## src/rtl/erlc_pkg.sv

```systemverilog
package erlc_pkg;

    // Register indexes of the configuration port.
    localparam logic CFG_ESCAPE = 1'b0;
    localparam logic CFG_APPEND = 1'b1;

    localparam logic [7:0] ESCAPE_RESET  = 8'h60;
    localparam logic [7:0] MIN_CODED_RUN = 8'd4;
    localparam logic [7:0] MAX_RUN       = 8'd255;

    // Queue between the front and the back.
    localparam int JOB_DEPTH = 4;
    localparam int JOB_PTR_W = $clog2(JOB_DEPTH);
    localparam int JOB_CNT_W = $clog2(JOB_DEPTH + 1);

    // Result queue inside the back.
    localparam int OUT_DEPTH = 4;
    localparam int OUT_PTR_W = $clog2(OUT_DEPTH);
    localparam int OUT_CNT_W = $clog2(OUT_DEPTH + 1);

    // Everything one input byte asks the back to write, in order:
    // the flushed old run, the escape triple, the run flushed at the end
    // of data and the end marker. Any part may be empty.
    typedef struct packed {
        logic [7:0] flush_value;
        logic [7:0] flush_length;
        logic       escape_triple;
        logic [7:0] tail_value;
        logic [7:0] tail_length;
        logic       end_marker;
    } job_t;

endpackage

```

## src/rtl/erlc_front.sv

```systemverilog
module erlc_front (
    input  logic              clk,
    input  logic              rst_n,
    input  logic              accept,
    input  logic [7:0]        data_byte,
    input  logic              end_of_data,
    input  logic [7:0]        escape_byte,
    input  logic              append_end_marker,
    output logic              job_push,
    output erlc_pkg::job_t    job
);

    logic [7:0] run_value_reg;
    logic [7:0] run_value_next;
    logic [7:0] run_length_reg;
    logic [7:0] run_length_next;

    logic       escape_hit;
    logic       extends_run;
    logic [7:0] grown_length;
    logic [7:0] after_value;
    logic [7:0] after_length;

    assign escape_hit   = (data_byte == escape_byte);
    assign extends_run  = !escape_hit && (run_length_reg != 8'd0)
                          && (data_byte == run_value_reg);
    assign grown_length = run_length_reg + 8'd1;

    always_comb
    begin
        job.flush_value   = run_value_reg;
        job.flush_length  = run_length_reg;
        job.escape_triple = 1'b0;
        after_value       = run_value_reg;
        after_length      = 8'd0;
        priority if (escape_hit)
        begin
            job.escape_triple = 1'b1;
        end
        else if (extends_run)
        begin
            if (grown_length == erlc_pkg::MAX_RUN)
            begin
                job.flush_length = grown_length;
            end
            else
            begin
                job.flush_length = 8'd0;
                after_length     = grown_length;
            end
        end
        else
        begin
            after_value  = data_byte;
            after_length = 8'd1;
        end
        job.tail_value  = after_value;
        job.tail_length = end_of_data ? after_length : 8'd0;
        job.end_marker  = end_of_data && append_end_marker;
    end

    assign job_push = accept && ((job.flush_length != 8'd0) || job.escape_triple
                                 || (job.tail_length != 8'd0) || job.end_marker);

    assign run_value_next  = accept ? after_value : run_value_reg;
    assign run_length_next = accept ? (end_of_data ? 8'd0 : after_length) : run_length_reg;

    always_ff @(posedge clk or negedge rst_n)
    begin
        if (!rst_n)
        begin
            run_value_reg  <= 8'd0;
            run_length_reg <= 8'd0;
        end
        else
        begin
            run_value_reg  <= run_value_next;
            run_length_reg <= run_length_next;
        end
    end

endmodule

```

## src/rtl/erlc_job_queue.sv

```systemverilog
module erlc_job_queue (
    input  logic              clk,
    input  logic              rst_n,
    input  logic              push,
    input  erlc_pkg::job_t    job_in,
    output logic              full,
    input  logic              pop,
    output erlc_pkg::job_t    job_out,
    output logic              empty
);

    erlc_pkg::job_t slots [erlc_pkg::JOB_DEPTH];

    logic [erlc_pkg::JOB_PTR_W-1:0] wr_ptr_reg;
    logic [erlc_pkg::JOB_PTR_W-1:0] wr_ptr_next;
    logic [erlc_pkg::JOB_PTR_W-1:0] rd_ptr_reg;
    logic [erlc_pkg::JOB_PTR_W-1:0] rd_ptr_next;
    logic [erlc_pkg::JOB_CNT_W-1:0] count_reg;
    logic [erlc_pkg::JOB_CNT_W-1:0] count_next;
    logic                           do_push;
    logic                           do_pop;

    assign full    = (count_reg == erlc_pkg::JOB_CNT_W'(erlc_pkg::JOB_DEPTH));
    assign empty   = (count_reg == '0);
    assign do_push = push && !full;
    assign do_pop  = pop && !empty;
    assign job_out = slots[rd_ptr_reg];

    assign wr_ptr_next = do_push ? wr_ptr_reg + 1'b1 : wr_ptr_reg;
    assign rd_ptr_next = do_pop ? rd_ptr_reg + 1'b1 : rd_ptr_reg;
    assign count_next  = count_reg + erlc_pkg::JOB_CNT_W'(do_push)
                         - erlc_pkg::JOB_CNT_W'(do_pop);

    always_ff @(posedge clk)
    begin
        if (do_push)
        begin
            slots[wr_ptr_reg] <= job_in;
        end
    end

    always_ff @(posedge clk or negedge rst_n)
    begin
        if (!rst_n)
        begin
            wr_ptr_reg <= '0;
            rd_ptr_reg <= '0;
            count_reg  <= '0;
        end
        else
        begin
            wr_ptr_reg <= wr_ptr_next;
            rd_ptr_reg <= rd_ptr_next;
            count_reg  <= count_next;
        end
    end

endmodule

```

## src/rtl/erlc_back.sv

```systemverilog
module erlc_back (
    input  logic              clk,
    input  logic              rst_n,
    input  logic              job_valid,
    input  erlc_pkg::job_t    job,
    input  logic [7:0]        escape_byte,
    output logic              job_pop,
    output logic              empty,
    input  logic              pop,
    output logic [7:0]        out_byte,
    output logic              out_last
);

    // Parts of a job, in the order they are written.
    localparam logic [1:0] SEG_FLUSH  = 2'd0;
    localparam logic [1:0] SEG_ESCAPE = 2'd1;
    localparam logic [1:0] SEG_TAIL   = 2'd2;
    localparam logic [1:0] SEG_MARKER = 2'd3;

    function automatic logic [1:0] run_count(input logic [7:0] len);
        return (len >= erlc_pkg::MIN_CODED_RUN) ? 2'd3 : len[1:0];
    endfunction

    function automatic logic [7:0] run_byte(input logic [7:0] len, input logic [7:0] value,
                                            input logic [1:0] pos, input logic [7:0] esc);
        logic [7:0] b;
        b = value;
        if (len >= erlc_pkg::MIN_CODED_RUN)
        begin
            if (pos == 2'd0)
            begin
                b = esc;
            end
            else if (pos == 2'd1)
            begin
                b = len;
            end
        end
        return b;
    endfunction

    logic [1:0] seg_reg;
    logic [1:0] seg_next;
    logic [1:0] pos_reg;
    logic [1:0] pos_next;

    logic [1:0] seg_count [4];
    logic [1:0] cur;
    logic       found;
    logic       more;
    logic       seg_done;
    logic       job_done;
    logic       emit;
    logic [7:0] emit_byte;

    // Result queue.
    logic [7:0] out_byte_mem [erlc_pkg::OUT_DEPTH];
    logic       out_last_mem [erlc_pkg::OUT_DEPTH];

    logic [erlc_pkg::OUT_PTR_W-1:0] wr_ptr_reg;
    logic [erlc_pkg::OUT_PTR_W-1:0] wr_ptr_next;
    logic [erlc_pkg::OUT_PTR_W-1:0] rd_ptr_reg;
    logic [erlc_pkg::OUT_PTR_W-1:0] rd_ptr_next;
    logic [erlc_pkg::OUT_CNT_W-1:0] count_reg;
    logic [erlc_pkg::OUT_CNT_W-1:0] count_next;
    logic                           out_full;
    logic                           do_pop;

    always_comb
    begin
        seg_count[SEG_FLUSH]  = run_count(job.flush_length);
        seg_count[SEG_ESCAPE] = job.escape_triple ? 2'd3 : 2'd0;
        seg_count[SEG_TAIL]   = run_count(job.tail_length);
        seg_count[SEG_MARKER] = job.end_marker ? 2'd3 : 2'd0;
    end

    // First non-empty part at or after the current one, and whether any follow.
    always_comb
    begin
        cur   = seg_reg;
        found = 1'b0;
        more  = 1'b0;
        for (int s = 0; s < 4; s++)
        begin
            if (!found && (2'(s) >= seg_reg) && (seg_count[s] != 2'd0))
            begin
                cur   = 2'(s);
                found = 1'b1;
            end
        end
        for (int s = 0; s < 4; s++)
        begin
            if ((2'(s) > cur) && (seg_count[s] != 2'd0))
            begin
                more = 1'b1;
            end
        end
    end

    always_comb
    begin
        unique case (cur)
            SEG_FLUSH:  emit_byte = run_byte(job.flush_length, job.flush_value, pos_reg,
                                             escape_byte);
            SEG_ESCAPE: emit_byte = (pos_reg == 2'd1) ? 8'd1 : escape_byte;
            SEG_TAIL:   emit_byte = run_byte(job.tail_length, job.tail_value, pos_reg,
                                             escape_byte);
            SEG_MARKER: emit_byte = (pos_reg == 2'd0) ? escape_byte : 8'd0;
            default:    emit_byte = escape_byte;
        endcase
    end

    assign out_full = (count_reg == erlc_pkg::OUT_CNT_W'(erlc_pkg::OUT_DEPTH));
    assign emit     = job_valid && !out_full;
    assign seg_done = (pos_reg == seg_count[cur] - 2'd1);
    assign job_done = seg_done && !more;
    assign job_pop  = emit && job_done;

    always_comb
    begin
        seg_next = seg_reg;
        pos_next = pos_reg;
        if (emit)
        begin
            if (job_done)
            begin
                seg_next = SEG_FLUSH;
                pos_next = 2'd0;
            end
            else if (seg_done)
            begin
                seg_next = cur + 2'd1;
                pos_next = 2'd0;
            end
            else
            begin
                seg_next = cur;
                pos_next = pos_reg + 2'd1;
            end
        end
    end

    assign do_pop      = pop && !empty;
    assign empty       = (count_reg == '0);
    assign out_byte    = out_byte_mem[rd_ptr_reg];
    assign out_last    = out_last_mem[rd_ptr_reg];
    assign wr_ptr_next = emit ? wr_ptr_reg + 1'b1 : wr_ptr_reg;
    assign rd_ptr_next = do_pop ? rd_ptr_reg + 1'b1 : rd_ptr_reg;
    assign count_next  = count_reg + erlc_pkg::OUT_CNT_W'(emit)
                         - erlc_pkg::OUT_CNT_W'(do_pop);

    always_ff @(posedge clk)
    begin
        if (emit)
        begin
            out_byte_mem[wr_ptr_reg] <= emit_byte;
            out_last_mem[wr_ptr_reg] <= job_done;
        end
    end

    always_ff @(posedge clk or negedge rst_n)
    begin
        if (!rst_n)
        begin
            seg_reg    <= SEG_FLUSH;
            pos_reg    <= 2'd0;
            wr_ptr_reg <= '0;
            rd_ptr_reg <= '0;
            count_reg  <= '0;
        end
        else
        begin
            seg_reg    <= seg_next;
            pos_reg    <= pos_next;
            wr_ptr_reg <= wr_ptr_next;
            rd_ptr_reg <= rd_ptr_next;
            count_reg  <= count_next;
        end
    end

endmodule

```

## src/rtl/escaped_rle_compressor_core.sv

```systemverilog
// Escape-byte run-length compressor. Raw bytes go in through a queue-like port (push/full),
// one per transaction, with end_of_data marking the last byte of a stream; compressed bytes
// come out through a second queue-like port (empty/pop), with out_last set on the final byte
// that each input byte causes. Runs of four or more equal bytes become escape, count, value;
// shorter runs are passed as literals, runs are cut at 255, and an escape byte in the data is
// written as escape, 1, escape. An input transaction is taken whenever the job queue between
// the classifying front and the writing back has room, and the back writes one compressed
// byte per cycle while its result queue has room. A byte that merely lengthens a run gives
// the back no work, and the worst item (a flushed run, an escape triple and an end marker)
// gives the back nine compressed bytes to write. The escape byte and end-marker flag may
// only be rewritten while the block is idle.
module escaped_rle_compressor_core (
    input  logic       clk,
    input  logic       rst_n,
    // Input queue side.
    input  logic       push,
    output logic       full,
    input  logic [7:0] data_byte,
    input  logic       end_of_data,
    // Result queue side.
    output logic       empty,
    input  logic       pop,
    output logic [7:0] out_byte,
    output logic       out_last,
    // Configuration writes.
    input  logic       cfg_write,
    input  logic       cfg_index,
    input  logic [7:0] cfg_data
);

    // Configuration registers.
    logic [7:0] escape_reg;
    logic [7:0] escape_next;
    logic       append_reg;
    logic       append_next;

    // Front to back job queue.
    logic           accept;
    logic           job_push;
    logic           job_full;
    logic           job_empty;
    logic           job_pop;
    erlc_pkg::job_t front_job;
    erlc_pkg::job_t head_job;

    always_comb
    begin
        escape_next = escape_reg;
        append_next = append_reg;
        if (cfg_write)
        begin
            if (cfg_index == erlc_pkg::CFG_ESCAPE)
            begin
                escape_next = cfg_data;
            end
            else
            begin
                append_next = cfg_data[0];
            end
        end
    end

    always_ff @(posedge clk or negedge rst_n)
    begin
        if (!rst_n)
        begin
            escape_reg <= erlc_pkg::ESCAPE_RESET;
            append_reg <= 1'b0;
        end
        else
        begin
            escape_reg <= escape_next;
            append_reg <= append_next;
        end
    end

    // The front never stalls on its own; it only waits for room in the job queue, so a
    // transaction is taken whenever that queue is not full.
    assign full   = job_full;
    assign accept = push && !job_full;

    erlc_front u_front (
        .clk               (clk),
        .rst_n             (rst_n),
        .accept            (accept),
        .data_byte         (data_byte),
        .end_of_data       (end_of_data),
        .escape_byte       (escape_reg),
        .append_end_marker (append_reg),
        .job_push          (job_push),
        .job               (front_job)
    );

    // Items that produce no output (a byte that only lengthens a run) never enter the queue.
    erlc_job_queue u_job_queue (
        .clk     (clk),
        .rst_n   (rst_n),
        .push    (job_push),
        .job_in  (front_job),
        .full    (job_full),
        .pop     (job_pop),
        .job_out (head_job),
        .empty   (job_empty)
    );

    // The back walks the job at the head of the queue into its result queue one byte per
    // cycle while that queue has room, and releases the job together with its last byte.
    erlc_back u_back (
        .clk         (clk),
        .rst_n       (rst_n),
        .job_valid   (!job_empty),
        .job         (head_job),
        .escape_byte (escape_reg),
        .job_pop     (job_pop),
        .empty       (empty),
        .pop         (pop),
        .out_byte    (out_byte),
        .out_last    (out_last)
    );

    // The back only releases a job that is actually waiting.
    assert property (@(posedge clk) disable iff (!rst_n) job_pop |-> !job_empty)
        else $error("job released from an empty job queue");

    // The front is stalled by full, so it can never push into a full job queue.
    assert property (@(posedge clk) disable iff (!rst_n) job_push |-> !job_full)
        else $error("job pushed into a full job queue");

    // An escape byte in the data always produces output, so a job must be waiting next cycle.
    assert property (@(posedge clk) disable iff (!rst_n)
                     (accept && (data_byte == escape_reg)) |=> !job_empty)
        else $error("escape byte accepted without a job");

    // End of data with the end marker enabled always produces output.
    assert property (@(posedge clk) disable iff (!rst_n)
                     (accept && end_of_data && append_reg) |=> !job_empty)
        else $error("end of data with end marker accepted without a job");

endmodule

```

## config.mk

```make
export PLATFORM = sky130hd
export DESIGN_NAME = escaped_rle_compressor_core
export DESIGN_NICKNAME = d
export VERILOG_FILES = /design/src/rtl/erlc_pkg.sv /design/src/rtl/erlc_front.sv /design/src/rtl/erlc_job_queue.sv /design/src/rtl/erlc_back.sv /design/src/rtl/escaped_rle_compressor_core.sv
export SDC_FILE = /design/constraint.sdc
export NUM_CORES = 1
export LEC_CHECK = 0
export BUFFER_PORTS_ARGS = -buffer_cell sky130_fd_sc_hd__buf_2
export CAP_MARGIN = 30
export CELL_PAD_IN_SITES_DETAIL_PLACEMENT = 1
export CELL_PAD_IN_SITES_GLOBAL_PLACEMENT = 1
export CORE_AREA = 2 2 154 156
export CTS_CLUSTER_SIZE = 25
export DETAILED_ROUTE_END_ITERATION = 12
export DIE_AREA = 0 0 156 158
export GPL_TIMING_DRIVEN = 0
export PLACE_DENSITY = 0.67
export SLEW_MARGIN = 20
export SYNTH_ARGS = -nofsm -noshare
export SYNTH_HDL_FRONTEND = slang
export SYNTH_HIERARCHICAL = 1
export SYNTH_SLANG_ARGS = --single-unit
```

## constraint.sdc

```tcl
create_clock -name clk -period 5.3 [get_ports clk]
set_input_delay 0.53 -clock clk [delete_from_list [all_inputs] [get_ports clk]]
set_output_delay 0.53 -clock clk [all_outputs]
set_load 0.005 [all_outputs]
```

Yosys cells after proc, flatten, opt, wreduce, memory -nomap -nowiden
Memories as Yosys holds them, arrays and structs flattened.
Index checks and enable logic that the tools add are counted.
Storage, ports and cells
  output and inout port bits: 11
  memory bits (writable): 172
  input port bits: 23
  word-level logic and storage cells: 143
  register bits: 43
  memories kept: 3
Operators by class
  multiplexer cells: 46
  equal/unequal tests: 10
  reduce and logical (&&, ||, !) cells: 47
  bitwise logic cells: 2
  add/subtract/negate cells: 12
  order comparisons: 11
Memory list
  u_job_queue.slots: words 4, width 34, read ports 1, clocked after Yosys merged registers in 0, wr ports 1, line erlc_job_queue.sv:12  | erlc_pkg::job_t slots [erlc_pkg::JOB_DEPTH];
  u_back.out_byte_mem: words 4, width 8, read ports 1, clocked after Yosys merged registers in 0, wr ports 1, line erlc_back.sv:57  | logic [7:0] out_byte_mem [erlc_pkg::OUT_DEPTH];
  u_back.out_last_mem: words 4, width 1, read ports 1, clocked after Yosys merged registers in 0, wr ports 1, line erlc_back.sv:58  | logic out_last_mem [erlc_pkg::OUT_DEPTH];
Operator list (number)
  $mux W8: 18
  $pmux W8 S4: 1
  $mux W2: 14
  $reduce_bool A8 Y1: 3
  $logic_and A1 B1 Y1: 22
  $eq A8 B8 Y1: 2
  $ge A8 B3 Y1 const B: 2
  $add A2 B1 Y2 const B: 6
  $mux W1: 12
  $logic_not A1 Y1: 9
  $add A8 B1 Y8 const B: 1
  $eq A8 B8 Y1 const B: 1
  $reduce_bool A2 Y1: 4
  $add A3 B1 Y3: 2
  $eq A3 B3 Y1 const B: 2
  $logic_not A3 Y1: 2
  $sub A3 B1 Y3: 2
  $bmux W2 S2: 1
  $eq A2 B1 Y1 const B: 2
  $eq A2 B2 Y1 const B: 2
  $ge A1 B2 Y1 const A: 2
  $ge A2 B2 Y1 const A: 2
  $gt A1 B2 Y1 const A: 2
  $gt A2 B2 Y1 const A: 2
  other kinds (8): 12

Logic depth before layout (Yosys ltp)
An unclocked memory read counts as a cell.
  depth after elaboration: 29
  depth in mapped cells: 19
  depth with buffers taken out: 17

By module
The synthesis kept the hierarchy.
By module, submodules not included
  erlc_job_queue: instances 1, area an instance 5432.7 um^2, sequential area each 4259.1 um^2, cells each 219
  erlc_back: instances 1, area an instance 2891.5 um^2, sequential area each 1356.3 um^2, cells each 268
  erlc_front: instances 1, area an instance 1456.4 um^2, sequential area each 400.4 um^2, cells each 162
  escaped_rle_compressor_core: instances 1, area an instance 397.9 um^2, sequential area each 227.7 um^2, cells each 23

Worst setup path after synthesis
No wires, ideal clock.
  path kind: reg-to-reg
  start: register u_job_queue/rd_ptr_reg[0] in the netlist's numbering
  end: register u_job_queue/count_reg[2] in the netlist's numbering
  arrival time: 4.169 ns
  stages on the path, launching flop included: 19
  library setup time: 0.123 ns
  required time: 5.177 ns
  setup slack: 1.008 ns
  path through: dfrtp_1 > buf_6 > buf_12 > mux4_2 > or4_4 > nor4_1 > o31ai_1 > a32oi_1 > xnor2_1 > mux2i_2 > nor3_1 > o31ai_1 > inv_1 > ha_1 > inv_1 > ha_1 > fa_1 > xnor2_1 > xnor2_1
RTL lines
  from (decl): line erlc_job_queue.sv:16  | logic [erlc_pkg::JOB_PTR_W-1:0] rd_ptr_reg;
  from (signal assigned): line erlc_job_queue.sv:53  | rd_ptr_reg <= rd_ptr_next;
  to (signal assigned): line erlc_job_queue.sv:54  | count_reg <= count_next;
  to (decl): line erlc_job_queue.sv:18  | logic [erlc_pkg::JOB_CNT_W-1:0] count_reg;

==> impl_results.md <==
* Outcome: finished clean
* Net Sw Power at 2660 uW
* Sequential share of power at 37.4%
* Post-Syn Nets at 719
* GR Util All Layers at 21.3%
* Mapped Cells at around 670
* Core area at 0.0231 mm2
* Setup violators final at 0
* Yosys cell types at 75
* Net Sw Frac at 35.7%
* Largest net degree at the start of global routing at between 40 and 50
* Max Clock Freq at 0.199 GHz
* Setup CP Type: reg -> reg
* Gpl congestion at 0.892
* I/O Pins at 34
* Internal at 4800 uW
* #FFs+latches synth at around 220
* Chip Width at 156 um
* Initial core utilization at 44.2%
* Worst-skew pair later-pin latency at 530 ps
* Synth warn at 6
* FF-to-FF Start: u_job_queue/rd_ptr_reg[0]
* Worst-Margin Slew at slightly above 800 ps
* Comb pwr share at 39.3%
* Setup Skew at 17.3 ps
* Mean Syn Cell Area at about 15 um2
* Layout area overhead at 14.5%
* Crit path DAT at 5420 ps
* Post-detail-place hpwl at 18.3 mm
* Worst Setup Start Kind: flip-flop
* RSZ-0062 raised after global routing: no
* Peak supply drop at 0.000233 V
* Register area share after synthesis at 61.3%
* Power per cell area at approximately 640 mW/mm2
* Final hold vios at 0
* Share of the synthesized area in the top cell type at 50.7%
* Part of the cycle the worst path needs at 94.6%
* TritonCTS buffer count at 24
* Antenna Nets Post-Route at 0
* Drt via density at 5.87
* Worst r2r path cells at 18
* CTS H-Tree Depth at 1
* Clock Pin Slew Worst Setup and Hold Paths at 60 ps
* Initial antenna violation count at 0
* Final wirelength at 25.6 mm
* Die area at 0.0246 mm2
* Min Tclk post-route at between 5000 and 6000 ps
* Worst path required time at 5710 ps
* DP Worst Slack at -229 ps
* Die H at 158 um
* Post-CTS setup buffers at 0
* DRC violations left at 0
* R2r setup slk at 290 ps
* Clk pwr share at 23.3%
* # clock sinks at 215
* # rows at 56
* Via count at around 6000
* WL/cell at 24.6 um
* Ant. Diodes at 0
* Hold WC Path Type: in -> async
* CTS root buf: clkbuf_16
* Layout Nets at roughly 800
* Synth Flop Type: edfxtp_1
* Max_slew headroom at 45.8%
* Registers with the most flip-flops: u_job_queue/slots (136), u_back/out_byte_mem (32)
* Hold_buf cts at 0
* Asr flop ratio synth at approximately 20%
* Max reg flops at 136
* CP endpoint kind: flip-flop
* Fin area at 0.0117 mm2
* Initial DRC count at 367
* Worst setup margin at 286 ps
* Synthesized cell area at 0.0102 mm2
* Max Transition Viols Final at 0
* RR Endpoint: u_job_queue/count_reg[2]
* Largest Register: u_job_queue/slots
* Post-place instance area at 0.0108 mm2
* PortBufs at 33
* Synth area leader: edfxtp_1
* CTS tree: built
* Vias in the first global route at 6585
* Static leakage at roughly 0.0042 uW
* Layout cell share with drive strength beyond 1 at 24.8%
* Post-synth EDFFs at 172
* Crit-path max FO at 10
* Global route overflow at 0
* Max-cap viol count at 0
* TritonRoute pass-1 iters at 4
* Synth top area cells: edfxtp_1 (51%), dfrtp_1 (10%), mux4_2 (8.2%), ha_1 (2.7%), xnor2_1 (2.6%)
* Deepest clock path buffer count at 3
* First-pass GRT wire length at 39.0 mm
-- worst max-delay path: stages (launching register included) --
cell and delay, ps:
dfrtp_1 360, buf_6 200, buf_12 170, mux4_2 580, or4_1 650, nor3_1 350
o31ai_1 120, a32oi_1 250, xnor2_1 220, mux2i_4 440, nor3_2 140, o31ai_1 160
inv_1 90, ha_1 280, inv_1 40, ha_1 190, fa_1 380, xnor2_1 140
xnor2_1 130
-- Yosys cell counts, drive strengths merged (10+ instances only) --
cell	number
dfrtp	41
a21oi	23
o221ai	10
o21ai	18
mux4	43
ha	22
clkbuf	10
buf	20
mux2	25
inv	34
edfxtp	172
xnor2	30
nor3	13
nor2	59
nand2	19
-- cells by family (layout without fill, tap and decap cells) --
kind of cell,count (synthesis),count (layout),synth area share (%)
AO/OA/AOI/OAI,105,105,7.18
XOR/XNOR,31,31,2.67
adder cells (fa/ha/maj),24,24,3.10
buffers and inverters,64,145,3.26
flip-flops,215,215,61.3
multiplexers,75,75,13.6
AND/OR/NAND/NOR,158,158,8.81
-- worst max-delay path by stage --
stage                                    startpoint                  endpoint  slack (ps)
after global routing      u_job_queue/rd_ptr_reg[0]  u_job_queue/count_reg[2]          50
final                     u_job_queue/rd_ptr_reg[0]  u_job_queue/count_reg[2]         290
after global placement    u_job_queue/rd_ptr_reg[0]  u_job_queue/count_reg[2]        -170
after detailed placement  u_job_queue/rd_ptr_reg[0]  u_job_queue/count_reg[2]        -230
after CTS                 u_job_queue/rd_ptr_reg[0]  u_job_queue/count_reg[2]         170
after floorplan           u_job_queue/rd_ptr_reg[0]  u_job_queue/count_reg[2]        1010
-- cell type report --
class / instances / area [um2]
Timing Repair Buffer: 37 / 248
Buffer: 30 / 204
Clock inverter: 15 / 190
Inverter: 34 / 128
Clock buffer: 29 / 649
Multi-Input combinational cell: 393 / 3630
Fill cell: 2240 / 11400
Tap cell: 290 / 363
Sequential cell: 215 / 6240
-- repair_timing --
| item | CTS | global route |
|---|---|---|
| resized for setup | 2 | 2 |
| setup endpoints to repair | 2 | 2 |
| gates cloned | 0 | 0 |
-- power groups by stage --
stage,registers [uW],clock network (uW),logic (uW)
after floorplan,2730,0,2010
after CTS,2800,1770,2920
final,2790,1740,2930
after global placement,2790,0,2710
after global routing,2840,1830,3200
after detailed placement,2830,0,2890
-- routing by layer --
layer	share of wire [%]	vias to the layer above	global-route usage, %
met5	0	-	0
met4	2.1	0	6.55
met3	4.3	37	2.63
met2	51	132	37.8
met1	42	3210	27.3
li1	-	2741	-
-- through the flow --
| step | hold WS, ps | utilization [%] | instances | setup TNS [ps] | total power [uW] |
|---|---|---|---|---|---|
| after floorplan | 234 | - | 672 | 0 | 4730 |
| after global placement | 517 | 46.4 | 995 | -202 | 5500 |
| after detailed placement | 558 | 46.8 | 999 | -328 | 5710 |
| after CTS | 78.3 | 50.5 | 1043 | 0 | 7480 |
| after global routing | 105 | 50.6 | 1043 | 0 | 7870 |
| final | 60.8 | 50.6 | 1043 | 0 | 7460 |
-- cells in the final DEF (no fill, tap or decap), drive strengths merged, types with 5 or more instances in the layout --
cell / n
xnor2: 30
and3: 5
and2: 6
nand4: 7
nor3: 13
clkbuf: 39
dfrtp: 41
nand2b: 7
o221ai: 10
mux2i: 7
nor2b: 8
o31ai: 5
mux2: 25
nand3: 9
nand2: 19
clkinv: 9
buf: 57
inv: 35
edfxtp: 172
o22ai: 9
o21ai: 18
a21oi: 23
ha: 22
nor2: 59
nor4: 7
a221oi: 6
a211oi: 9
mux4: 43
Power figures use the tool's default switching activity.
